File: src/hw/rtl/rmv_pkg.sv
// shared types and constants of the running mean / variance / min / max block
// no dependencies
`timescale 1ns / 1ps

package rmv_pkg;

  localparam int SampleW = 32;
  localparam int CountW  = 32;
  localparam int SumW    = 64;
  localparam int SvarW   = 64;
  localparam int VarW    = 63;
  localparam int StdW    = 40;

  // iterative divider: full 64 bit dividend or a 32 bit one
  localparam int DivLongSteps  = 64;
  localparam int DivShortSteps = 32;
  localparam int DivCntW       = $clog2(DivLongSteps + 1);

  // square root: one result bit per step
  localparam int SqrtSteps = StdW;
  localparam int SqrtCntW  = $clog2(SqrtSteps + 1);

  // func codes
  localparam logic FuncObserve = 1'b0;
  localparam logic FuncClear   = 1'b1;

  typedef struct packed {
    logic capture;
    logic update;
    logic var_zero;
    logic mdiv_start;
    logic mean_apply;
    logic mul;
    logic var_apply;
    logic vdiv_start;
    logic var_load;
    logic sqrt_start;
    logic std_load;
    logic load_out;
  } rmv_cmd_t;

  typedef struct packed {
    logic skip;
    logic div_done;
    logic sqrt_done;
    logic out_free;
  } rmv_sts_t;

endpackage

File: src/hw/rtl/rmv_div.sv
// restoring unsigned divider, one quotient bit per cycle
// depends on rmv_pkg
`timescale 1ns / 1ps

module rmv_div (
  input  logic        clk_i,
  input  logic        rst_ni,
  input  logic        start_i,
  input  logic        short_i,
  input  logic [63:0] dividend_i,
  input  logic [31:0] divisor_i,
  output logic        done_o,
  output logic [63:0] quotient_o
);

  logic                       busy_q, busy_d;
  logic                       done_q, done_d;
  logic [rmv_pkg::DivCntW-1:0] cnt_q, cnt_d;
  logic [31:0]                rem_q;
  logic [63:0]                dvd_q;
  logic [31:0]                dsr_q;
  logic [32:0]                rem_sh;
  logic [32:0]                diff;
  logic                       ge;

  assign rem_sh = {rem_q, dvd_q[63]};
  assign ge     = rem_sh >= {1'b0, dsr_q};
  assign diff   = rem_sh - {1'b0, dsr_q};

  always_comb begin
    busy_d = busy_q;
    done_d = 1'b0;
    cnt_d  = cnt_q;
    if (start_i) begin
      busy_d = 1'b1;
      cnt_d  = short_i ? rmv_pkg::DivCntW'(rmv_pkg::DivShortSteps)
                       : rmv_pkg::DivCntW'(rmv_pkg::DivLongSteps);
    end else if (busy_q) begin
      cnt_d = cnt_q - rmv_pkg::DivCntW'(1);
      if (cnt_q == rmv_pkg::DivCntW'(1)) begin
        busy_d = 1'b0;
        done_d = 1'b1;
      end
    end
  end

  always_ff @(posedge clk_i or negedge rst_ni) begin
    if (!rst_ni) begin
      busy_q <= 1'b0;
      done_q <= 1'b0;
      cnt_q  <= '0;
    end else begin
      busy_q <= busy_d;
      done_q <= done_d;
      cnt_q  <= cnt_d;
    end
  end

  always_ff @(posedge clk_i) begin
    if (start_i) begin
      rem_q <= '0;
      dvd_q <= short_i ? {dividend_i[31:0], 32'h0} : dividend_i;
      dsr_q <= divisor_i;
    end else if (busy_q) begin
      rem_q <= ge ? diff[31:0] : rem_sh[31:0];
      dvd_q <= {dvd_q[62:0], ge};
    end
  end

  assign done_o     = done_q;
  assign quotient_o = dvd_q;

endmodule

File: src/hw/rtl/rmv_sqrt.sv
// digit by digit integer square root of value * 2^16, one root bit per cycle
// depends on rmv_pkg
`timescale 1ns / 1ps

module rmv_sqrt (
  input  logic                     clk_i,
  input  logic                     rst_ni,
  input  logic                     start_i,
  input  logic [rmv_pkg::VarW-1:0] value_i,
  output logic                     done_o,
  output logic [rmv_pkg::StdW-1:0] root_o
);

  logic                         busy_q, busy_d;
  logic                         done_q, done_d;
  logic [rmv_pkg::SqrtCntW-1:0] cnt_q, cnt_d;
  logic [79:0]                  src_q;
  logic [43:0]                  rem_q;
  logic [39:0]                  root_q;
  logic [43:0]                  rem_sh;
  logic [43:0]                  trial;
  logic                         ge;

  assign rem_sh = {rem_q[41:0], src_q[79:78]};
  assign trial  = {2'b00, root_q, 2'b01};
  assign ge     = rem_sh >= trial;

  always_comb begin
    busy_d = busy_q;
    done_d = 1'b0;
    cnt_d  = cnt_q;
    if (start_i) begin
      busy_d = 1'b1;
      cnt_d  = rmv_pkg::SqrtCntW'(rmv_pkg::SqrtSteps);
    end else if (busy_q) begin
      cnt_d = cnt_q - rmv_pkg::SqrtCntW'(1);
      if (cnt_q == rmv_pkg::SqrtCntW'(1)) begin
        busy_d = 1'b0;
        done_d = 1'b1;
      end
    end
  end

  always_ff @(posedge clk_i or negedge rst_ni) begin
    if (!rst_ni) begin
      busy_q <= 1'b0;
      done_q <= 1'b0;
      cnt_q  <= '0;
    end else begin
      busy_q <= busy_d;
      done_q <= done_d;
      cnt_q  <= cnt_d;
    end
  end

  always_ff @(posedge clk_i) begin
    if (start_i) begin
      // 16 fraction bits appended below the value
      src_q  <= {1'b0, value_i, 16'h0};
      rem_q  <= '0;
      root_q <= '0;
    end else if (busy_q) begin
      src_q <= {src_q[77:0], 2'b00};
      if (ge) begin
        rem_q  <= rem_sh - trial;
        root_q <= {root_q[38:0], 1'b1};
      end else begin
        rem_q  <= rem_sh;
        root_q <= {root_q[38:0], 1'b0};
      end
    end
  end

  assign done_o = done_q;
  assign root_o = root_q;

endmodule

File: src/hw/rtl/rmv_dp.sv
// datapath: statistics registers, welford update, shared divider, square root,
// output register; depends on rmv_pkg, rmv_div, rmv_sqrt
`timescale 1ns / 1ps

module rmv_dp (
  input  logic                              clk_i,
  input  logic                              rst_ni,
  input  logic                              func_i,
  input  logic signed [rmv_pkg::SampleW-1:0] sample_i,
  input  rmv_pkg::rmv_cmd_t                 cmd_i,
  output rmv_pkg::rmv_sts_t                 sts_o,
  input  logic                              out_ready_i,
  output logic                              out_valid_o,
  output logic [rmv_pkg::CountW-1:0]        count_o,
  output logic signed [rmv_pkg::SumW-1:0]   total_o,
  output logic signed [rmv_pkg::SampleW-1:0] mean_o,
  output logic [rmv_pkg::VarW-1:0]          variance_o,
  output logic [rmv_pkg::StdW-1:0]          std_dev_o,
  output logic signed [rmv_pkg::SampleW-1:0] maximum_o,
  output logic signed [rmv_pkg::SampleW-1:0] minimum_o
);

  // statistics
  logic [31:0]        cnt_q;
  logic signed [63:0] sum_q;
  logic signed [31:0] mean_q;
  logic [63:0]        svar_q;
  logic signed [31:0] max_q;
  logic signed [31:0] min_q;

  // captured word and work registers
  logic               func_q;
  logic signed [31:0] smp_q;
  logic [31:0]        d1_mag_q;
  logic               d1_neg_q;
  logic [31:0]        d2_mag_q;
  logic               prod_neg_q;
  logic [63:0]        prod_q;
  logic [62:0]        var_res_q;
  logic [39:0]        std_res_q;

  logic               out_valid_q;
  logic [31:0]        out_cnt_q;
  logic signed [63:0] out_sum_q;
  logic signed [31:0] out_mean_q;
  logic [62:0]        out_var_q;
  logic [39:0]        out_std_q;
  logic signed [31:0] out_max_q;
  logic signed [31:0] out_min_q;

  logic               skip;
  logic [31:0]        cnt_inc;
  logic [64:0]        sum_ext;
  logic [63:0]        sum_sat;
  logic [32:0]        d1;
  logic [32:0]        d1_abs;
  logic [33:0]        q_ext;
  logic [33:0]        q_sgn;
  logic [33:0]        m_wide;
  logic [31:0]        mean_new;
  logic [32:0]        d2;
  logic [32:0]        d2_abs;
  logic [63:0]        prod;
  logic [63:0]        var_inc;
  logic [64:0]        var_add;
  logic               div_start;
  logic [63:0]        div_dividend;
  logic [31:0]        div_divisor;
  logic               div_done;
  logic [63:0]        div_quo;
  logic               sqrt_done;
  logic [39:0]        sqrt_root;

  assign skip    = (func_q == rmv_pkg::FuncClear) || (cnt_q == '0);
  assign cnt_inc = (cnt_q == '1) ? cnt_q : cnt_q + 32'd1;

  // saturating sum
  assign sum_ext = {sum_q[63], sum_q} + {{33{smp_q[31]}}, smp_q};
  always_comb begin
    sum_sat = sum_ext[63:0];
    if (sum_ext[64] != sum_ext[63]) begin
      sum_sat = smp_q[31] ? {1'b1, 63'h0} : {1'b0, {63{1'b1}}};
    end
  end

  assign d1     = {smp_q[31], smp_q} - {mean_q[31], mean_q};
  assign d1_abs = d1[32] ? (~d1 + 33'd1) : d1;

  // new mean = old mean + signed quotient, clamped to 32 bits
  assign q_ext  = {2'b00, div_quo[31:0]};
  assign q_sgn  = d1_neg_q ? (~q_ext + 34'd1) : q_ext;
  assign m_wide = {{2{mean_q[31]}}, mean_q} + q_sgn;
  always_comb begin
    mean_new = m_wide[31:0];
    if (!((m_wide[33] == m_wide[32]) && (m_wide[32] == m_wide[31]))) begin
      mean_new = m_wide[33] ? {1'b1, 31'h0} : {1'b0, {31{1'b1}}};
    end
  end

  assign d2     = {smp_q[31], smp_q} - {mean_new[31], mean_new};
  assign d2_abs = d2[32] ? (~d2 + 33'd1) : d2;

  assign prod    = d1_mag_q * d2_mag_q;
  assign var_inc = {16'h0, prod_q[63:16]};
  assign var_add = {1'b0, svar_q} + {1'b0, var_inc};

  // shared divider: mean step or variance quotient
  assign div_start    = cmd_i.mdiv_start || cmd_i.vdiv_start;
  assign div_dividend = cmd_i.mdiv_start ? {32'h0, d1_mag_q} : svar_q;
  assign div_divisor  = cmd_i.mdiv_start ? cnt_q : cnt_q - 32'd1;

  rmv_div u_div (
    .clk_i      (clk_i),
    .rst_ni     (rst_ni),
    .start_i    (div_start),
    .short_i    (cmd_i.mdiv_start),
    .dividend_i (div_dividend),
    .divisor_i  (div_divisor),
    .done_o     (div_done),
    .quotient_o (div_quo)
  );

  rmv_sqrt u_sqrt (
    .clk_i   (clk_i),
    .rst_ni  (rst_ni),
    .start_i (cmd_i.sqrt_start),
    .value_i (var_res_q),
    .done_o  (sqrt_done),
    .root_o  (sqrt_root)
  );

  always_ff @(posedge clk_i or negedge rst_ni) begin
    if (!rst_ni) begin
      cnt_q  <= '0;
      sum_q  <= '0;
      mean_q <= '0;
      svar_q <= '0;
      max_q  <= '0;
      min_q  <= '0;
    end else begin
      if (cmd_i.update) begin
        if (func_q == rmv_pkg::FuncClear) begin
          cnt_q  <= '0;
          sum_q  <= '0;
          mean_q <= '0;
          svar_q <= '0;
          max_q  <= '0;
          min_q  <= '0;
        end else begin
          cnt_q <= cnt_inc;
          sum_q <= sum_sat;
          if (cnt_q == '0) begin
            // first sample seeds mean and extremes
            mean_q <= smp_q;
            svar_q <= '0;
            max_q  <= smp_q;
            min_q  <= smp_q;
          end else begin
            if (smp_q > max_q) max_q <= smp_q;
            if (smp_q < min_q) min_q <= smp_q;
          end
        end
      end
      if (cmd_i.mean_apply) begin
        mean_q <= mean_new;
      end
      if (cmd_i.var_apply) begin
        if (!prod_neg_q) begin
          svar_q <= var_add[64] ? '1 : var_add[63:0];
        end else begin
          svar_q <= (svar_q > var_inc) ? svar_q - var_inc : '0;
        end
      end
    end
  end

  always_ff @(posedge clk_i) begin
    if (cmd_i.capture) begin
      func_q <= func_i;
      smp_q  <= sample_i;
    end
    if (cmd_i.update) begin
      d1_mag_q <= d1_abs[31:0];
      d1_neg_q <= d1[32];
    end
    if (cmd_i.mean_apply) begin
      d2_mag_q   <= d2_abs[31:0];
      prod_neg_q <= (d1_neg_q != d2[32]) && (d1_mag_q != '0) && (d2 != '0);
    end
    if (cmd_i.mul) begin
      prod_q <= prod;
    end
    if (cmd_i.var_zero) begin
      var_res_q <= '0;
      std_res_q <= '0;
    end
    if (cmd_i.var_load) begin
      var_res_q <= div_quo[63] ? {63{1'b1}} : div_quo[62:0];
    end
    if (cmd_i.std_load) begin
      std_res_q <= sqrt_root;
    end
  end

  // output register
  always_ff @(posedge clk_i or negedge rst_ni) begin
    if (!rst_ni) begin
      out_valid_q <= 1'b0;
    end else if (cmd_i.load_out) begin
      out_valid_q <= 1'b1;
    end else if (out_ready_i) begin
      out_valid_q <= 1'b0;
    end
  end

  always_ff @(posedge clk_i) begin
    if (cmd_i.load_out) begin
      out_cnt_q  <= cnt_q;
      out_sum_q  <= sum_q;
      out_mean_q <= mean_q;
      out_var_q  <= var_res_q;
      out_std_q  <= std_res_q;
      out_max_q  <= max_q;
      out_min_q  <= min_q;
    end
  end

  assign sts_o.skip      = skip;
  assign sts_o.div_done  = div_done;
  assign sts_o.sqrt_done = sqrt_done;
  assign sts_o.out_free  = !out_valid_q || out_ready_i;

  assign out_valid_o = out_valid_q;
  assign count_o     = out_cnt_q;
  assign total_o     = out_sum_q;
  assign mean_o      = out_mean_q;
  assign variance_o  = out_var_q;
  assign std_dev_o   = out_std_q;
  assign maximum_o   = out_max_q;
  assign minimum_o   = out_min_q;

  // empty statistics are all zero
  a_empty_zero: assert property (@(posedge clk_i) disable iff (!rst_ni)
    (cnt_q == '0) |-> (sum_q == '0 && mean_q == '0 && svar_q == '0 &&
                       max_q == '0 && min_q == '0))
    else $error("statistics not zero with zero count");

  // a single sample leaves no spread
  a_single_seed: assert property (@(posedge clk_i) disable iff (!rst_ni)
    (cnt_q == 32'd1) |-> (svar_q == '0 && max_q == mean_q && min_q == mean_q))
    else $error("single sample state inconsistent");

  a_extremes_order: assert property (@(posedge clk_i) disable iff (!rst_ni)
    max_q >= min_q)
    else $error("maximum below minimum");

endmodule

File: config.mk
export PLATFORM = sky130hd
export DESIGN_NAME = rmv_dp
export DESIGN_NICKNAME = d
export VERILOG_FILES = /design/src/hw/rtl/rmv_pkg.sv /design/src/hw/rtl/rmv_div.sv /design/src/hw/rtl/rmv_sqrt.sv /design/src/hw/rtl/rmv_dp.sv
export SDC_FILE = /design/constraint.sdc
export NUM_CORES = 2
export LEC_CHECK = 0
export BUFFER_PORTS_ARGS = -buffer_cell sky130_fd_sc_hd__buf_2
export CORE_UTILIZATION = 30
export CTS_BUF_LIST = sky130_fd_sc_hd__clkbuf_8
export CTS_CLUSTER_SIZE = 40
export DETAILED_ROUTE_END_ITERATION = 6
export PLACE_DENSITY = 0.54
export SLEW_MARGIN = 20
export SYNTH_ARGS = -nofsm -noshare
export SYNTH_HDL_FRONTEND = slang
export SYNTH_SLANG_ARGS = --single-unit
File: constraint.sdc
create_clock -name clk_i -period 25 [get_ports clk_i]
set_clock_uncertainty 0.15 [all_clocks]
set_input_delay 0 -clock clk_i [delete_from_list [all_inputs] [get_ports clk_i]]
set_output_delay 0 -clock clk_i [all_outputs]
set_load 0.01 [all_outputs]
==> impl_metrics.tcl <==
set metrics [dict create \
    worstSkewPairLatency_ns 0.99 \
    worstReg2RegEnd "d2_mag_q[31]" \
    cts_tree "yes" \
    async_flop_share_pct 25.1 \
    hold_slack_ns 0.124 \
    syn2layout_area_growth_pct 11.4 \
    wl_um 317000 \
    crit_type "flop to flop" \
    slew_headroom_pct 18.0 \
    core_sq_um 321000 \
    grt_util_met1_pct 28.6 \
    critPathLaunchType "flop" \
    layout.nets 11989 \
    gp_congestion 0.925 \
    cp_slowest_cell "or4_1" \
    final_common_cell "inv_1" \
    drc_errors 0 \
    fin_crit_ns 11.35 \
    rows 208 \
    drive_gt1_share_pct 9.13 \
    top_usage_layer "met2" \
    vias_per_cell 5.08 \
    first_iter_violations 6765 \
    first_pass_iters 6 \
    synthFlopType "edfxtp_1" \
    yosysSeqAreaShare_pct 31.3 \
    outcome "completed" \
    dp_hpwl_um 234000 \
    grt_max_degree 112 \
    slowest_delay_ns 0.64 \
    grt_pass1_vias 74818 \
    worst_setup_path_end_kind "flop" \
    dr_total_vias 75346 \
    port_buffers 347 \
    path_max_fanout 45 \
    ctsLongestPathBuffers 4 \
    critical_path_buf_inv_count 1 \
    h-tree-depth 4 \
    syn_area_sq_um 96800 \
    clock-root-buffer "clkbuf_8" \
    setup_violations 0 \
    floorplan.die_area_sq_um 325000 \
    wire_per_inst_um 21.4 \
    grt_util_met2_pct 29.2 \
    cap_violations 0 \
    synth_cells 10165 \
    cts_buffers 196 \
    worst_slew_pin_slew_ns 1.22 \
    timing.rr.start "u_div.quotient_o[6]" \
    cpLargestDelayFamily "simple AND/OR/NAND/NOR gates" \
    initial_core_util_pct 30.2 \
    syn_nets 11779 \
    rr_worst_depth 32 \
    clkTransAtPathRegs_ns 0.07 \
    finalSetupTns_ns 0 \
    post-route-period-util_pct 45.4 \
    min_path_type "input port to async pin" \
    ant_nets 0 \
    ys_types 96 \
    grt_antenna_before_repair 26 \
    grt_pass1_wl_um 480000 \
    grt_usage_pct 19.3 \
    rsz0062_at_grt "no" \
    avgSynthCellArea_sq_um 9.53 \
    synth_warnings 0 \
    timing_hold_violations_final 0 \
    synth-edff-count 704 \
    clkSinkCount 1093 \
    synth_seq_cells 1093 \
    grt-ovfl-total 0 \
    ios 348 \
    required_ns 25.49 \
    die_h_um 570 \
    grt_use_met3_pct 2.79 \
    maxSlewViolCount 0 \
    final_cell_mix "inv_1 (1454), nand2_1 (1225), fa_1 (902)" \
    cp.arrival_ns 11.84 \
    fp.dieW_um 570 \
    max_freq_mhz 88.1 \
    reg2reg_slack_ns 13.65 \
]
-- worst register-to-register path, delay by kind of cell (launching register included) --
| kind | cells | cell delay [ns] |
|---|---|---|
| AOI/OAI and AO/OA | 10 | 3.22 |
| xor gates and xnor gates | 3 | 0.65 |
| adders and majority gates | 2 | 0.61 |
| buffers and inverters | 1 | 0.48 |
| DFF | 1 | 0.46 |
| and+or+nand+nor | 16 | 5.46 |
-- layer usage --
layer  up-vias  wire length [um]
li1      34648                 -
met4         8              7550
met2      2393            137000
met5         -                59
met1     37885            152000
met3       412             20600
-- worst max path at each step --
stage	from	to	slack, ns	cells after the start
finish	u_div.quotient_o[6]	d2_mag_q[31]	13.65	32
global route	u_div.quotient_o[5]	d2_mag_q[28]	12.92	32
CTS	u_div.quotient_o[5]	d2_mag_q[28]	13.78	32
detailed placement	u_div.quotient_o[5]	d2_mag_q[28]	13.90	32
global placement	u_div.quotient_o[5]	d2_mag_q[26]	13.89	32
floorplan	u_div.quotient_o[6]	d2_mag_q[26]	15.51	33
-- kinds of logic after synthesis --
| group | share of synthesized area (%) |
|---|---|
| xor+xnor | 3.73 |
| buf+inv | 7.65 |
| simple gates | 14.0 |
| compound gates | 13.1 |
| flops | 31.3 |
| mux | 2.95 |
| fa+ha+maj | 27.2 |
-- registers in the layout, summed over array words and instances, names as in the netlist, 40 cells and up --
name / cells
var_res_q: 63
prod_q: 48
sum_q: 64
std_res_q: 40
variance_o: 63
svar_q: 64
u_sqrt.rem_q: 42
u_div.quotient_o: 64
std_dev_o: 40
total_o: 64
u_sqrt.root_o: 40
u_sqrt.src_q: 64
-- per-stage QoR --
stage,worst slack (ns),util [%],instances,area [sq um]
4_1_cts,13.78,33.6,14836,108000
6_report,13.65,33.6,14841,108000
3_3_place_gp,13.89,32.0,14385,103000
5_1_grt,12.92,33.6,14839,108000
2_1_floorplan,15.51,-,10165,96800
3_5_place_dp,13.90,32.0,14385,103000
-- timing repair --
item / CTS / global route
endpoints found under the hold margin: 1142 / 0
resized for setup: 0 / 0
buffers inserted: 0 / 0
hold buffers: 97 / 0
-- synthesized netlist by cell type, types with 99 or more instances --
master / count / area share (%)
nand2_1: 1226 / 4.8
fa_1: 902 / 19
mux2i_1: 140 / 1.4
edfxtp_1: 704 / 22
clkbuf_1: 502 / 1.9
o21a_1: 137 / 1.1
a21oi_1: 536 / 2.8
dfxtp_1: 115 / 2.4
xnor2_1: 273 / 2.5
mux2_2: 126 / 1.5
dfrtp_1: 274 / 7.1
a21o_1: 212 / 1.6
inv_1: 1412 / 5.5
ha_1: 664 / 8.6
a211oi_1: 99 / 0.77
xor2_1: 140 / 1.3
o21ai_0: 323 / 1.7
nand4_1: 101 / 0.65
nor3_1: 102 / 0.53
and2_1: 299 / 1.9
nand3_1: 122 / 0.63
nor2_1: 576 / 2.2
-- final cells by class --
cell class / instances / area (sq um)
fillers: 33297 / 213000
multi-input cells: 7105 / 59200
flip-flops and latches: 1093 / 30300
well taps: 4305 / 5390
inverters: 1414 / 5310
repair buffers: 565 / 3730
clock buffers: 212 / 2920
clock inverters: 142 / 1040
diodes: 5 / 12.5
Power is left out: the tool's default activity adds up to more than one toggle a clock period on the data nets, which glitch-free logic cannot reach.
