**src/hw/rtl/rmv_pkg.sv**
```systemverilog
// shared types and constants of the running mean / variance / min / max block
// no dependencies
`timescale 1ns / 1ps

package rmv_pkg;

  localparam int SampleW = 32;
  localparam int CountW  = 32;
  localparam int SumW    = 64;
  localparam int SvarW   = 64;
  localparam int VarW    = 63;
  localparam int StdW    = 40;

  // iterative divider: full 64 bit dividend or a 32 bit one
  localparam int DivLongSteps  = 64;
  localparam int DivShortSteps = 32;
  localparam int DivCntW       = $clog2(DivLongSteps + 1);

  // square root: one result bit per step
  localparam int SqrtSteps = StdW;
  localparam int SqrtCntW  = $clog2(SqrtSteps + 1);

  // func codes
  localparam logic FuncObserve = 1'b0;
  localparam logic FuncClear   = 1'b1;

  typedef struct packed {
    logic capture;
    logic update;
    logic var_zero;
    logic mdiv_start;
    logic mean_apply;
    logic mul;
    logic var_apply;
    logic vdiv_start;
    logic var_load;
    logic sqrt_start;
    logic std_load;
    logic load_out;
  } rmv_cmd_t;

  typedef struct packed {
    logic skip;
    logic div_done;
    logic sqrt_done;
    logic out_free;
  } rmv_sts_t;

endpackage

```
**src/hw/rtl/rmv_ctrl.sv**
```systemverilog
// controller: sequences capture, update, divisions, square root and output load
// depends on rmv_pkg
`timescale 1ns / 1ps

module rmv_ctrl (
  input  logic              clk_i,
  input  logic              rst_ni,
  input  logic              in_valid_i,
  output logic              in_ready_o,
  output rmv_pkg::rmv_cmd_t cmd_o,
  input  rmv_pkg::rmv_sts_t sts_i
);

  localparam logic [3:0] StIdle  = 4'd0;
  localparam logic [3:0] StUpd   = 4'd1;
  localparam logic [3:0] StMdiv  = 4'd2;
  localparam logic [3:0] StMwait = 4'd3;
  localparam logic [3:0] StMean  = 4'd4;
  localparam logic [3:0] StMul   = 4'd5;
  localparam logic [3:0] StVar   = 4'd6;
  localparam logic [3:0] StVdiv  = 4'd7;
  localparam logic [3:0] StVwait = 4'd8;
  localparam logic [3:0] StSqrt  = 4'd9;
  localparam logic [3:0] StSwait = 4'd10;
  localparam logic [3:0] StOut   = 4'd11;

  logic [3:0] state_q, state_d;

  always_comb begin
    state_d = state_q;
    cmd_o   = '0;
    unique case (state_q)
      StIdle: begin
        cmd_o.capture = in_valid_i;
        if (in_valid_i) state_d = StUpd;
      end
      StUpd: begin
        cmd_o.update = 1'b1;
        // clear or first sample: nothing to divide
        if (sts_i.skip) begin
          cmd_o.var_zero = 1'b1;
          state_d        = StOut;
        end else begin
          state_d = StMdiv;
        end
      end
      StMdiv: begin
        cmd_o.mdiv_start = 1'b1;
        state_d          = StMwait;
      end
      StMwait: begin
        if (sts_i.div_done) state_d = StMean;
      end
      StMean: begin
        cmd_o.mean_apply = 1'b1;
        state_d          = StMul;
      end
      StMul: begin
        cmd_o.mul = 1'b1;
        state_d   = StVar;
      end
      StVar: begin
        cmd_o.var_apply = 1'b1;
        state_d         = StVdiv;
      end
      StVdiv: begin
        cmd_o.vdiv_start = 1'b1;
        state_d          = StVwait;
      end
      StVwait: begin
        if (sts_i.div_done) begin
          cmd_o.var_load = 1'b1;
          state_d        = StSqrt;
        end
      end
      StSqrt: begin
        cmd_o.sqrt_start = 1'b1;
        state_d          = StSwait;
      end
      StSwait: begin
        if (sts_i.sqrt_done) begin
          cmd_o.std_load = 1'b1;
          state_d        = StOut;
        end
      end
      StOut: begin
        if (sts_i.out_free) begin
          cmd_o.load_out = 1'b1;
          state_d        = StIdle;
        end
      end
      default: state_d = StIdle;
    endcase
  end

  always_ff @(posedge clk_i or negedge rst_ni) begin
    if (!rst_ni) begin
      state_q <= StIdle;
    end else begin
      state_q <= state_d;
    end
  end

  assign in_ready_o = (state_q == StIdle);

  a_div_done_wait: assert property (@(posedge clk_i) disable iff (!rst_ni)
    sts_i.div_done |-> (state_q == StMwait || state_q == StVwait))
    else $error("divider finished outside a wait state");

  a_sqrt_done_wait: assert property (@(posedge clk_i) disable iff (!rst_ni)
    sts_i.sqrt_done |-> (state_q == StSwait))
    else $error("square root finished outside its wait state");

  // never overwrite a word not yet taken
  a_load_free: assert property (@(posedge clk_i) disable iff (!rst_ni)
    cmd_o.load_out |-> sts_i.out_free)
    else $error("output register loaded while occupied");

endmodule

```
**config.mk**
```make
export PLATFORM = sky130hd
export DESIGN_NAME = rmv_ctrl
export DESIGN_NICKNAME = d
export VERILOG_FILES = /design/src/hw/rtl/rmv_pkg.sv /design/src/hw/rtl/rmv_ctrl.sv
export SDC_FILE = /design/constraint.sdc
export NUM_CORES = 1
export LEC_CHECK = 0
export CORE_AREA = 3 3 40 42
export DETAILED_ROUTE_END_ITERATION = 6
export DIE_AREA = 0 0 43 45
export DONT_BUFFER_PORTS = 1
export PLACE_DENSITY = 0.53
export REMOVE_ABC_BUFFERS = 1
export SLEW_MARGIN = 20
export SYNTH_ARGS = -nofsm -noshare
export SYNTH_HDL_FRONTEND = slang
export SYNTH_SLANG_ARGS = --single-unit
export TNS_END_PERCENT = 10
```
**constraint.sdc**
```tcl
create_clock -name clk_i -period 3 [get_ports clk_i]
set_clock_uncertainty 0.15 [all_clocks]
set_input_delay 0.3 -clock clk_i [delete_from_list [all_inputs] [get_ports clk_i]]
set_output_delay 0.3 -clock clk_i [all_outputs]
set_load 0.01 [all_outputs]
```
==> metrics.txt, run 1 <==
Rel. slew slack=roughly 66%; Critical Path AT=around 1.5 ns; Setup TNS=0 ns; fmax=slightly above 500 MHz; Netlist cell types=26; post-DR wirelength/cell=about 14 um; Final Util=34.76%; Fin Hold WS=between 0.15 and 0.2 ns; vias in the first global route=between 300 and 400; gpl congestion=~0.7; Period minus WS final=a little under 2 ns; Psw=between 0.2 and 0.25 mW; pre-CTS setup slack=~1.2 ns; CP cell instances=nand2b_1, nor4_1; peak supply drop=about 0.37 mV; num ports=20; GRT Overall Usage=10.04%; clock share of power=about 13%; Worst EP required=about 2.6 ns; die width=43 um; Gate Count Post-Synth=49; TritonCTS clock tree=yes; antenna viol nets, final=0; Post-Syn Area per Cell=between 8 and 9 um2; Regs by FF count=state_q x4; layout cells sized above 1=around 22%; Logic pwr share=between 50% and 60%; Core ar.=roughly 0.0013 mm2; clock sinks=4; post-route setup slack=1.035 ns; Power Total=0.5223 mW; DRC viols=0; Layout area overhead=6.886%; Worst Hold Class=in -> async; detailed-route via count=~340; design area=446.7 um2; pwr dens=about 1200 mW/mm2; Crit. End Element=output pin; initial antenna violation count=0; register area share after synthesis=23.95%; Post-Layout Cell Count=64; status=finished, final reports clean; Cell Area, Synth=around 420 um2; Max FO, Critical Path=13; Final Max Slew Viols=0; H-tree levels=1; # rows=13; max incr delay on CP=about 0.62 ns; total grt overflow=0; Vias/cell=5.359; crit-path leading delay family=simple AND/OR/NAND/NOR gates; clock-pin slew on the worst setup and hold paths=0.04 ns; Root Buffer=clkbuf_4; CP startpoint kind=register; Hold Fails Final Rpt=0; clock latency on the worst-skew pair=between 0.2 and 0.25 ns; sequential fraction of design power=around 34%; CTS buffer count=3; Placed Instances=60; switching fraction of total power=roughly 47%; post-CTS resize count=0; Final nets=a little under 60; Starting Density=32.52%; Seq cells post-synth=4; Longest Clk Path Bufs=2; Largest register FFs=4; Largest Register=state_q; detailed-router iteration count before antenna repair=2; Placed Instance Area=between 400 and 500 um2; DR iter-0 viols=2; Buf/Inv on CP=0; I/O Buffers=0; Vert. Die Dim=45 um; Total Die Area=0.001935 mm2; Int Power=~0.27 mW; Synth Warn #=0; Final Setup Violations=0; hold_buf cts=1; worst slew pin tran=around 0.5 ns; Setup Fix Bufs, Post-CTS=0; CP max-delay cell=dfrtp_1; ANT cells=0; Max-Cap Viols=0; drt total wl=between 800 and 900 um; first-pass GRT wire length=1462 um; Reg2Reg Depth=4; WS Path Type=reg -> out; Lkg Pwr=approximately 0.19 nW; Final HPWL DP=645 um; largest net degree at the start of global routing=15; Crit path depth=2; RSZ-0062 raised after global routing=no; period utilization=roughly two thirds
worst paths after layout:
kind	from	to	slack, ns
min in group clk_i	sts_i[2]	state_q[1]$_DFFE_PN0P_	0.29
min reg2reg	state_q[3]$_DFFE_PN0P_	state_q[2]$_DFFE_PN0P_	0.62
min	rst_ni	state_q[0]$_DFFE_PN0P_	0.18
max	state_q[0]$_DFFE_PN0P_	cmd_o[9]	1.04
max in group asynchronous	rst_ni	state_q[1]$_DFFE_PN0P_	2.36
max reg2reg	state_q[0]$_DFFE_PN0P_	state_q[0]$_DFFE_PN0P_	1.18
cells in the mapped netlist, drive strengths merged:
library cell | number | area, um2
nor2 | 5 | 18.77
buf | 4 | 22.52
dfrtp | 4 | 100.1
nand2 | 4 | 15.01
nand2b | 4 | 25.02
nor3 | 4 | 20.02
a21o | 3 | 22.52
mux2 | 2 | 30.03
nand3 | 2 | 10.01
nor3b | 2 | 25.02
nor4 | 2 | 27.53
a21oi | 1 | 5.000
and2 | 1 | 6.260
and2b | 1 | 7.510
and3 | 1 | 11.26
and3b | 1 | 10.01
and4 | 1 | 8.760
inv | 1 | 3.750
mux2i | 1 | 10.01
nor2b | 1 | 6.260
o21ai | 1 | 8.760
o22ai | 1 | 6.260
o41ai | 1 | 8.760
xor2 | 1 | 8.760
per-layer routing:
metal	vias up	part of all wire [%]	global-route usage [%]
met5	-	0	0
met1	152	49	14.18
met3	2	3.3	1.195
met4	0	2.2	5.422
li1	177	-	-
met2	12	45	14.97
power groups by stage:
stage / Clock, mW / Sequential, mW / Combinational [mW]
after floorplan: 0 / 0.153 / 0.251
after global placement: 0 / 0.177 / 0.280
after detailed placement: 0 / 0.176 / 0.280
after CTS: 0.0691 / 0.175 / 0.284
after global routing: 0.0727 / 0.185 / 0.308
final: 0.0662 / 0.176 / 0.280
worst register-to-register path, delay by kind of cell (launching register included):
family           cells  cell delay [ns]
DFF                  1             0.54
muxes                1             0.29
and+or+nand+nor      3             0.72
logic make-up (layout without fill, tap and decap cells):
family          Yosys count  count (layout)  synth area share [%]
flops                     4               4                 23.95
mux                       3               3                 9.581
buf+inv                   5               5                 6.286
xor+xnor                  1               1                 2.096
compound gates            7               7                 12.28
simple gates             29              29                 45.81
layout by cell type, fill, tap and decap left out, types with 2 or more instances in the layout:
cell type  instances
nor2_1             5
nand2b_1           4
nor3_1             4
nand2_1            4
dfrtp_1            4
a21o_1             3
clkbuf_4           3
nor3b_2            2
nand3_1            2
mux2_4             2
final cells by class:
| cell class | count | area (um2) |
|---|---|---|
| inverter | 1 | 3.754 |
| multi-input combinational | 40 | 291.5 |
| fill | 140 | 838.3 |
| tap | 15 | 18.77 |
| sequential | 4 | 100.1 |
| clock buffer | 3 | 22.52 |
| timing repair buffer | 1 | 10.01 |
Note: power is estimated with default switching activity, not from simulation.
==> run 2, diff against run 1 <==
--- a/config.mk
+++ b/config.mk
@@ -5,11 +5,12 @@
 export SDC_FILE = /design/constraint.sdc
 export NUM_CORES = 1
 export LEC_CHECK = 0
+export ABC_AREA = 1
 export CORE_AREA = 3 3 40 42
 export DETAILED_ROUTE_END_ITERATION = 6
 export DIE_AREA = 0 0 43 45
 export DONT_BUFFER_PORTS = 1
-export PLACE_DENSITY = 0.53
+export PLACE_DENSITY = 0.52
 export REMOVE_ABC_BUFFERS = 1
 export SLEW_MARGIN = 20
 export SYNTH_ARGS = -nofsm -noshare
==> constraint.sdc (replaced) <==
create_clock -name clk_i -period 1.65 [get_ports clk_i]
set_clock_uncertainty 0.15 [all_clocks]
set_input_delay 0.165 -clock clk_i [delete_from_list [all_inputs] [get_ports clk_i]]
set_output_delay 0.165 -clock clk_i [all_outputs]
set_load 0.01 [all_outputs]
==> run 2 against run 1 <==
Combinational power is 93% higher. Critical endpoint is now cmd_o[1]. Utilization is 0.88 points higher. Non-clock buffer count stayed put. Final area is 2.5% higher. Final cell count is 39% higher. Total power is 67% higher. Synthesized cell count is 43% higher. Worst setup slack worse by 0.96 ns. Clock power is 81% higher. Via count is 21% higher.
==> metrics.txt, run 2 <==
peak supply drop=0.6148 mV (was 0.3705 mV); WS Path Type=reg -> out (unchanged); Lkg Pwr=0.2604 nW (was 0.1935 nW); die width=43 um (unchanged); layout cells sized above 1=18.92% (was 22.45%); max incr delay on CP=0.43 ns (was 0.62 ns); worst slew pin tran=0.2361 ns (was 0.5112 ns); pwr dens=1906 mW/mm2 (was 1169 mW/mm2); Total Die Area=0.001935 mm2 (unchanged); r2r setup slk=0.19 ns (was 1.18 ns); synthesized-area fraction occupied by and/or/nand/nor cells=50.80% (was 45.81%); Max-Cap Viols=0 (unchanged); Synth Flop Type=dfrtp_1 (unchanged); Post-Synth XOR/XNOR Area=0% (was 2.096%); Crit Reg-Reg Endpoint=state_q[0]$_DFFE_PN0P_ (unchanged); Reg2Reg Depth=8 (was 4); Post-Synth Adder-Cell Area=0% (unchanged); register area share after synthesis=25.72% (was 23.95%); Register Area=100.1 um2 (unchanged); I/O Buffers=0 (unchanged); Worst R2R Start=state_q[0]$_DFFE_PN0P_ (unchanged); area share of the largest cell type after synthesis=25.72% (was 23.95%); Final Max Slew Viols=0 (unchanged); most frequent cells in the layout=nand2_1, inv_1, nor2_1 (was nor2_1, nand2b_1, nor3_1, nand2_1, dfrtp_1); CP startpoint kind=register (unchanged); Worst Hold Class=in -> async (unchanged); Post-Layout Cell Count=89 (was 64); status=finished, final reports clean (unchanged); CTS buffer count=3 (unchanged); Root Buffer=clkbuf_4 (unchanged); Core ar.=0.001285 mm2 (unchanged); initial antenna violation count=0 (unchanged); GRT Overall Usage=10.78% (was 10.04%); filler cell count=150 (was 140); CP cell instances=inv_1, nor2_2, inv_1, nor3_2 (was nand2b_1, nor4_1); crit path from=state_q[3]$_DFFE_PN0P_ (was state_q[0]$_DFFE_PN0P_); ANT cells=0 (unchanged); RSZ-0062 raised after global routing=yes (was no); clock latency on the worst-skew pair=0.23 ns (was 0.24 ns); antenna viol nets, final=0 (unchanged); TritonCTS clock tree=yes (unchanged); first-pass GRT wire length=1511 um (was 1462 um); DRC viols=0 (unchanged); Final Setup Violations=0 (unchanged); detailed-router iteration count before antenna repair=4 (was 2); largest net degree at the start of global routing=8 (was 15); top-count cell post-synth=nand2_1 (was nor2_1); Crit. End Element=output pin (unchanged); Post-Syn Area per Cell=5.559 um2 (was 8.529 um2); Starting Density=30.28% (was 32.52%); detailed-route via count=414 (was 343); Hold Fails Final Rpt=0 (unchanged); # rows=13 (unchanged); GR peak layer=met2 (unchanged); largest family of logic cells by synthesized area=simple AND/OR/NAND/NOR gates (unchanged); Final HPWL DP=818.5 um (was 645 um); most frequent CP cell=inv_1; Cell Area, Synth=389.1 um2 (was 417.9 um2); drt total wl=989 um (was 867 um); Final nets=83 (was 58); Critical Path AT=1.26 ns (was 1.51 ns); Period minus WS final=about 1.6 ns; synth top area cells=dfrtp_1, nand2_1, inv_1 (was dfrtp_1, mux2_4, nand2b_1); clock-pin slew on the worst setup and hold paths=0.04 ns (about the same); Largest Register=state_q (unchanged); Seq cells post-synth=4 (unchanged); Largest register FFs=4 (unchanged); Worst EP required=1.33 ns (was 2.55 ns); Setup Fix Bufs, Post-CTS=0 (unchanged); Layout area overhead=17.68% (was 6.886%); DR iter-0 viols=10 (was 2); ys async rst share=100.0% (unchanged); Post-synth EDFFs=0 (unchanged); Vias/cell=4.652 (was 5.359); total grt overflow=0 (unchanged); fmax=roughly 630 MHz; gpl congestion=0.7441 (was 0.7004); Final Util=35.64% (was 34.76%); H-tree levels=1 (unchanged); synth cell count leaders=nand2_1, inv_1, nor2_1, nand3_1, dfrtp_1 (was nor2_1, dfrtp_1, nand2_1, nand2b_1, nor3_1); Max FO, Critical Path=5 (was 13); Regs by FF count=state_q x4 (unchanged); Gate Count Post-Synth=70 (was 49); GRT met3 Usage=1.594% (was 1.195%); clock sinks=4 (unchanged); Longest Clk Path Bufs=2 (unchanged); Rel. slew slack=84.18% (was 65.61%); vias in the first global route=368 (was 316); Netlist cell types=17 (was 26); M1 GR Usage=12.41% (was 14.18%); post-DR wirelength/cell=11.11 um (was 13.55 um); compound-cell area share of the yosys netlist=7.717% (was 12.28%); Vert. Die Dim=45 um (unchanged); commonest non-fill, non-tap cell in the layout=nand2_1 (was nor2_1); num ports=20 (unchanged); met2 Usage GRT=17.66% (was 14.97%); largest area contributor in the netlist=dfrtp_1 (unchanged); post-synthesis mux area share=0% (was 9.581%); period utilization=between 90% and 100%; Placed Instances=85 (was 60); Synth Warn #=0 (unchanged); CP max-delay cell=dfrtp_1 (unchanged); multi-input combinational cell area=245.2 um2 (was 291.5 um2)
run 2: cell count changes in the layout (fill, tap and decap cells not counted), moves of 4 or more:
cell and change:
nand2_1 +14, inv_1 +13, nor2_1 +7, nand2b_1 -4, nor2_2 +4, nor3_1 -4
run 2: kinds of logic (layout without fill, tap and decap cells):
logic type             after synthesis  count (layout)
AO/OA/AOI/OAI                        5               5
buffers and inverters               16              20
flip-flops                           4               4
AND/OR/NAND/NOR                     45              45
run 2: cell type report:
type	instances	share of cell area, %
Clock buffer	3	4.918
Inverter	16	13.39
Multi-Input combinational cell	50	53.55
Sequential cell	4	21.86
Tap cell	15	4.098
Timing Repair Buffer	1	2.186
run 2: repair_timing:
item                       CTS  global route
hold buffers                 1             0
hold endpoints to repair     4             0
resized for setup            4             0
setup endpoints to repair    3             1
pin swaps                    0             0
cloned                       0             0
run 2: worst max path at each step:
stage,end,slack [ns],depth (start not counted)
2_1_floorplan,cmd_o[11],0.35,3
3_3_place_gp,cmd_o[11],0.18,3
3_5_place_dp,cmd_o[11],0.19,3
4_1_cts,cmd_o[11],0.05,3
5_1_grt,cmd_o[1],-0.01,4
6_report,cmd_o[1],0.07,4
run 2: layer usage:
layer  wire [um]  up-vias
li1            -      220
met1         463      177
met2         463       15
met3          56        2
met4           5        0
met5           0        -
run 2: report_power, final:
part	switching, mW	internal, mW
clock	0.0390	0.0813
combinational	0.378	0.161
sequential	0.0673	0.146
total	0.484	0.388
run 2: through the flow:
step	instance area [um2]	setup WS (ns)	hold WS, ns	setup TNS, ns	total power [mW]
2_1_floorplan	389.1	0.3458	-0.2806	0	0.6306
3_3_place_gp	407.9	0.1815	-0.2805	0	0.7355
4_1_cts	457.9	0.04680	0.04881	0	0.8869
5_1_grt	457.9	-0.009608	0.04991	-0.009608	0.9782
3_5_place_dp	407.9	0.1939	-0.2805	0	0.7314
6_report	457.9	0.07283	0.06191	0	0.8727
run 2: critical path: cells and delay by family (launching register included):
family,cells,cell delay (ns)
flops,1,0.43
simple gates,2,0.38
buf+inv,2,0.23
==> run 3, diff against run 2 <==
--- a/config.mk
+++ b/config.mk
@@ -10,8 +10,9 @@
 export DETAILED_ROUTE_END_ITERATION = 6
 export DIE_AREA = 0 0 43 45
 export DONT_BUFFER_PORTS = 1
-export PLACE_DENSITY = 0.52
+export PLACE_DENSITY = 0.51
 export REMOVE_ABC_BUFFERS = 1
+export SETUP_SLACK_MARGIN = 0.5
 export SLEW_MARGIN = 20
 export SYNTH_ARGS = -nofsm -noshare
 export SYNTH_HDL_FRONTEND = slang
==> constraint.sdc (replaced) <==
create_clock -name clk_i -period 2 [get_ports clk_i]
set_clock_uncertainty 0.15 [all_clocks]
set_input_delay 0.2 -clock clk_i [delete_from_list [all_inputs] [get_ports clk_i]]
set_output_delay 0.2 -clock clk_i [all_outputs]
set_load 0.01 [all_outputs]
==> run 3 against run 2 <==
First-iteration DRC count fell by 80%. Worst setup slack better by 0.41 ns. Critical path depth unchanged. Global-route usage decreased by 0.82 points. Register-to-register slack improved by 0.38 ns. Non-clock buffer count unchanged. Clock power shrank 20%. Final cell count stayed put.
==> metrics.txt, run 3 (same netlist as run 2, synthesis figures left out) <==
status=finished, final reports clean (unchanged); Fin Hold WS=0.09143 ns (was 0.06191 ns); Final Max Slew Viols=0 (unchanged); Lkg Pwr=0.2676 nW (was 0.2604 nW); CTS buffer count=3 (unchanged); ANT cells=0 (unchanged); Crit. End Element=output pin (unchanged); switching fraction of total power=56.40% (was 55.49%); Root Buffer=clkbuf_4 (unchanged); RSZ-0062 raised after global routing=yes (unchanged); gpl congestion=0.7827 (was 0.7441); DRC viols=0 (unchanged); Logic pwr share=63.5% (was 61.8%); Layout area overhead=32.15% (was 17.68%); num ports=20 (unchanged); GRT Overall Usage=9.958% (was 10.78%); pre-CTS setup slack=0.4996 ns (was 0.1939 ns); I/O Buffers=0 (unchanged); pwr dens=1575 mW/mm2 (was 1906 mW/mm2); design area=514.2 um2 (was 457.9 um2); DR iter-0 viols=2 (was 10); first-pass GRT wire length=1483 um (was 1511 um); crit-path leading delay family=flip-flops (unchanged); Setup Fix Bufs, Post-CTS=0 (unchanged); peak supply drop=0.5337 mV (was 0.6148 mV); post-DR wirelength/cell=10.85 um (was 11.11 um); clock sinks=4 (unchanged); Largest register FFs=4 (unchanged); Buf/Inv on CP=2 (unchanged); Power Total=0.8097 mW (was 0.8727 mW); CP startpoint kind=register (unchanged); Placed Instances=85 (unchanged); Final Util=40.02% (was 35.64%); largest net degree at the start of global routing=8 (unchanged); clock latency on the worst-skew pair=0.23 ns (about the same); Total Die Area=0.001935 mm2 (unchanged); Vias/cell=4.899 (was 4.652); Starting Density=30.28% (unchanged); detailed-router iteration count before antenna repair=4 (unchanged); max incr delay on CP=0.41 ns (was 0.43 ns); Max-Cap Viols=0 (unchanged); Period minus WS final=about 1.5 ns; multi-input combinational cell area=296.5 um2 (was 245.2 um2); filler cell count=140 (was 150); Worst EP required=1.65 ns (was 1.33 ns); drt total wl=966 um (was 989 um); Largest Register=state_q (unchanged); # rows=13 (unchanged); CP max-delay cell=dfrtp_2 (was dfrtp_1); Rel. slew slack=85.75% (was 84.18%); Hold Fails Final Rpt=0 (unchanged); Psw=0.4567 mW (was 0.4843 mW); TritonCTS clock tree=yes (unchanged); Int Power=0.3530 mW (was 0.3884 mW); most frequent cells in the layout=nand2_1, inv_1, nor2_2 (was nand2_1, inv_1, nor2_1); detailed-route via count=436 (was 414); worst slew pin tran=0.2130 ns (was 0.2361 ns); Longest Clk Path Bufs=2 (unchanged); Placed Instance Area=407.9 um2 (unchanged); total grt overflow=0 (unchanged); sequential fraction of design power=24.5% (was 24.4%); H-tree levels=1 (unchanged); Critical Path AT=1.16 ns (was 1.26 ns); Vert. Die Dim=45 um (unchanged); layout cells sized above 1=37.84% (was 18.92%); die width=43 um (unchanged); period utilization=between 70% and 80%; Register Area=105.1 um2 (was 100.1 um2); fmax=roughly 660 MHz; antenna viol nets, final=0 (unchanged); CP cell instances=inv_1, nor2_4, inv_2, nor3_4 (was inv_1, nor2_2, inv_1, nor3_2); Core ar.=0.001285 mm2 (unchanged); Final nets=83 (unchanged); Post-Layout Cell Count=89 (unchanged); Regs by FF count=state_q x4 (unchanged); post-route setup slack=0.4862 ns (was 0.07283 ns); WS Path Type=reg -> out (unchanged); Setup TNS=0 ns (unchanged); clock-pin slew on the worst setup and hold paths=0.04 ns (about the same); commonest non-fill, non-tap cell in the layout=nand2_1 (unchanged); Max FO, Critical Path=5 (unchanged); Final HPWL DP=766.6 um (was 818.5 um); clock share of power=11.9% (was 13.8%); vias in the first global route=389 (was 368); Final Setup Violations=0 (unchanged); initial antenna violation count=0 (unchanged); Worst Hold Class=in -> async (unchanged)
-- run 3: worst reg2reg max path, delay by kind of cell, from the launching register on --
kind	cells	cell delay [ns]
buffers and inverters	2	0.17
flip-flops	1	0.45
AND/OR/NAND/NOR	6	0.55
-- run 3: power groups by stage --
stage	Clock [mW]	Sequential, mW	Combinational (mW)
floorplan	0	0.160	0.361
finish	0.0965	0.199	0.514
global placement	0	0.169	0.438
global route	0.102	0.207	0.588
detailed placement	0	0.168	0.429
CTS	0.102	0.193	0.518
-- run 3: worst paths after layout --
kind / slack [ns] / start / cells past startpoint / to
max in group asynchronous: 1.42 / rst_ni / 1 / state_q[1]$_DFFE_PN0P_
worst min register to register: 0.41 / state_q[1]$_DFFE_PN0P_ / 2 / state_q[1]$_DFFE_PN0P_
min in group clk_i: 0.15 / sts_i[2] / 4 / state_q[2]$_DFFE_PN0P_
worst max register to register: 0.57 / state_q[0]$_DFFE_PN0P_ / 8 / state_q[3]$_DFFE_PN0P_
worst max-delay path: 0.49 / state_q[3]$_DFFE_PN0P_ / 4 / cmd_o[1]
worst min-delay path: 0.09 / rst_ni / 1 / state_q[2]$_DFFE_PN0P_
-- run 3: area by class of cell --
type                            count  share of cell area (%)
Clock buffer                        3                   4.380
Inverter                           16                   11.92
Multi-Input combinational cell     50                   57.66
Sequential cell                     4                   20.44
Tap cell                           15                   3.650
Timing Repair Buffer                1                   1.946
-- run 3: layer usage --
layer,vias up,part of all wire [%],track usage [%]
met1,194,42,11.98
met2,18,50,17.07
met3,0,8.7,1.594
li1,224,-,-
met4,0,0,5.422
met5,-,0,0
-- run 3: what timing repair did --
item                                    CTS  global route
endpoints found under the hold margin     4             0
hold buffers                              1             0
pin swaps                                 1             0
gates resized for setup                  21             3
endpoints found under the setup margin   10            17
